[config.mk]
export PLATFORM = sky130hd
export DESIGN_NAME = dfsa_ram
export DESIGN_NICKNAME = d
export VERILOG_FILES = /design/src/sv/deferred_free_slot_allocator_top_defines.svh /design/src/sv/dfsa_ram.sv
export SDC_FILE = /design/constraint.sdc
export NUM_CORES = 2
export LEC_CHECK = 0
export ABC_CLOCK_PERIOD_IN_PS = 3300
export BUFFER_PORTS_ARGS = -buffer_cell sky130_fd_sc_hd__buf_2
export CORE_MARGIN = 4
export CORE_UTILIZATION = 42
export CTS_BUF_LIST = sky130_fd_sc_hd__clkbuf_8
export CTS_CLUSTER_SIZE = 40
export DETAILED_ROUTE_END_ITERATION = 10
export HOLD_SLACK_MARGIN = 0.08
export SETUP_SLACK_MARGIN = 0.3
export SLEW_MARGIN = 30
export SYNTH_ARGS = -nofsm -noshare
export SYNTH_HDL_FRONTEND = slang
export SYNTH_SLANG_ARGS = --single-unit
[constraint.sdc]
create_clock -name clk -period 3.3 [get_ports clk]
set_input_delay 0.66 -clock clk [delete_from_list [all_inputs] [get_ports clk]]
set_output_delay 0.66 -clock clk [all_outputs]
set_load 0.01 [all_outputs]
[src/sv/deferred_free_slot_allocator_top_defines.svh]
// Assertion helpers for the top-level RTL file
`ifndef DEFERRED_FREE_SLOT_ALLOCATOR_TOP_DEFINES_SVH
`define DEFERRED_FREE_SLOT_ALLOCATOR_TOP_DEFINES_SVH

// Condition that must hold at every edge out of reset
`define DFSA_ASSERT_ALWAYS(label, cond, msg) \
	label: assert property (@(posedge clk) disable iff (!arst_n) (cond)) else $error(msg);

// Antecedent in this cycle implies consequent in the next
`define DFSA_ASSERT_NEXT(label, ante, cons, msg) \
	label: assert property (@(posedge clk) disable iff (!arst_n) (ante) |=> (cons)) \
		else $error(msg);

`endif

[src/sv/dfsa_ram.sv]
// Simple dual port RAM: one write, one registered read
module dfsa_ram #(
	parameter int DEPTH = 256,
	parameter int WIDTH = 8
) (
	input  logic                     clk,
	input  logic                     we,
	input  logic [$clog2(DEPTH)-1:0] wa,
	input  logic [WIDTH-1:0]         wd,
	input  logic                     re,
	input  logic [$clog2(DEPTH)-1:0] ra,
	output logic [WIDTH-1:0]         rd
);

	logic [WIDTH-1:0] mem [DEPTH];
	logic [WIDTH-1:0] rd_q;

	always_ff @(posedge clk) begin
		if (we) begin
			mem[wa] <= wd;
		end
		if (re) begin
			rd_q <= mem[ra];
		end
	end

	assign rd = rd_q;

endmodule
==> reports/results.txt <==
EDFF count, synth: 2056
Crit Path Class: primary input to flip-flop
Row count: 159
Core region area: 188200 um2
Routability cong.: 0.8351
# H-tree levels: 5
CP Launch Type: primary input
Post-Syn Area: 79640 um2
Number of global-route vias before repair: 41808
CTS tree: yes
Final Cell Area: 92920 um2
Mux contribution to synthesized area: 14.60%
WP data arrival: 3.56 ns
Status: completed
Adder-Cell Fraction of Synth Area: 0%
Yosys cell types: 54
Die height: 443.4 um
Worst-path clk slew: 0.06 ns
Post-CTS Setup Inserts: 0
Slew Viols, Final: 0
Post-synth top area share: 77.53%
CTS root buffer: clkbuf_8
TritonCTS Buffers: 346
Worst hold slack: 0.2188 ns
Final core occ: 49.37%
Post-synthesis sequential area ratio: 77.53%
Pin count of the biggest net entering global routing: 102
Top_reg_cell synth: edfxtp_1
Mapped Cells: 3733
P_leak: 30.17 nW
FILL cells: 15351
I/O Buffers: 34
Grt ovf: 0
Post-DP Area: 86750 um2
Initial Util: 42.32%
Clk sink count: 2056
Final WL: 207100 um
Die ar.: 196600 um2
Initial antenna violation count: 21
Routed Antenna Nets: 0
Slack of the critical path: 0.4649 ns
RSZ-0062 raised after global routing: false
Yosys Warn Count: 0
Min-delay worst type: primary input to flip-flop
I/O Pins: 35
TritonRoute pass-1 iters: 6
Vias per inst: 5.702
Simple-gate area share of the yosys netlist: 2.625%
Number of synthesized register bits: 2056
Compound-gate portion of the synthesized area: 3.416%
Setup TNS: 0 ns
Hpwl dp: 133700 um
Fin crit period: 2.835 ns
Largest family of logic cells by synthesized area: multiplexers
Max Clock Freq: 352.7 MHz
Yosys top cell by area: edfxtp_1
Endpoints failing setup: 0
Worst setup EP type: flip-flop
Max cap viols: 0
Crit-path max FO: 29
VDD IR max: 0.4659 mV
Skew-Pair Late Insertion Delay: 1.01 ns
Share of cells above drive strength 1: 31.50%
Tot GR Track Use: 20.95%
Initial DRC count: 4686
Synthesized Nets: 3760
P&R area growth vs syn: 16.68%
Worst slew pin tran: 1.004 ns
Vias: 41086
# nets final: 4480
First-pass GRT wire length: 297900 um
Clk_skew: 0.06324 ns
CP Data Required Time: 4.02 ns
Post-synthesis xor/xnor area fraction: 0%
Clk buf depth: 4
Max transition margin: 32.56%
WL per Instance: 28.74 um
Power Density: 561.1 nW/um2
Fin. Hold Viols: 0
Chip Width: 443.4 um
Pre-CTS setup slack: -0.6358 ns
Mean post-synth cell area: 21.33 um2
Post-synth ARST share: 0%
DRC: 0
Area contributors post-synth: edfxtp_1, mux4_2, mux2i_1
Final worst-path cycle share: 85.91%
## logic make-up after synthesis
logic type / Yosys count
buffers and inverters: 235
multiplexers: 591
AND/OR/NAND/NOR: 466
AO/OA/AOI/OAI: 385
flip-flops: 2056
## placed cells by master, fill, tap and decap left out, drive strengths merged, types with 6 or more instances in the layout
cell type	netlist	layout
a211oi	16	16
a21oi	96	96
a221oi	14	14
a22o	8	8
a22oi	133	133
and2	6	6
buf	122	598
bufinv	0	9
clkbuf	111	349
clkinv	1	115
diode	0	10
dlygate4sd3	0	7
edfxtp	2056	2056
inv	1	120
mux2i	134	134
mux4	456	456
nand2	33	33
nand2b	8	8
nand3	34	34
nand4	10	10
nor2	282	282
nor2b	31	31
nor3	22	22
nor4	27	27
o211ai	10	10
o21ai	12	12
o221ai	47	47
o22ai	28	28
## layout make-up
class	count	area, um2	share of cell area [%]
Tap cell	2495	3122	3.360
Antenna cell	10	25.02	0.02693
Sequential cell	2056	61740	66.44
Multi-Input combinational cell	1442	16530	17.79
Clock inverter	247	1262	1.359
Inverter	2	7.507	0.008079
Timing Repair Buffer	605	5430	5.844
Clock buffer	349	4803	5.169
## cells in the mapped netlist (22+ instances only)
master    number
nand2_1       33
buf_4         27
nand3_1       34
nor2b_1       31
a21oi_1       96
buf_2         31
mux2i_1      134
o22ai_1       28
mux4_2       454
nor4_1        24
nor3_1        22
nor2_1       282
o221ai_1      46
buf_1         22
edfxtp_1    2056
clkbuf_1     111
a22oi_1      133
## metrics by stage
step	total power, W	instances
floorplan	0.03078	3733
global placement	0.03230	6593
detailed placement	0.03233	6593
CTS	0.05262	7196
global route	0.05407	7200
finish	0.05214	7206
## flip-flops by register name (all words and copies together) (netlist names)
signal,flops
mem,2048
rd,8
## report_power, final
group | switching, W | internal, W | total [W] | leakage [nW]
sequential | 0.0000361 | 0.0288 | 0.0288 | 18.5
clock | 0.00986 | 0.0105 | 0.0204 | 3.53
combinational | 0.00179 | 0.00114 | 0.00293 | 8.15
total | 0.0117 | 0.0405 | 0.0521 | 30.2
## metal layers
metal	GRT usage [%]	part of all wire (%)	vias to the layer above
met5	0.02442	0.011	-
met4	8.099	3.8	4
met3	5.995	9.5	388
met2	32.21	47	1855
met1	28.50	40	21629
li1	-	-	17210
## critical path, cell delays in order
cell and delay (ns):
buf_8 0.20, buf_12 0.29, buf_12 0.29, mux4_2 0.53, a22o_1 0.18, a221oi_1 0.25, buf_4 0.20, o221ai_1 0.12
a211oi_1 0.55, buf_4 0.21, nor4_1 0.04
## worst paths after layout
path / slack (ns) / start / depth (start not counted) / endpoint
worst min register to register: 1.20 / mem[63][0] / 7 / rd[0]
worst min-delay path: 0.22 / wd[1] / 1 / mem[57][1]
worst max-delay path: 0.46 / ra[0] / 11 / rd[3]
worst max register to register: 0.48 / mem[139][0] / 6 / rd[0]
## repair_timing
action / in CTS / in global routing
hold buffers: 7 / 0
resized for setup: 0 / 0
endpoints found under the hold margin: 92 / 0
(Power assumes the default switching activity.)
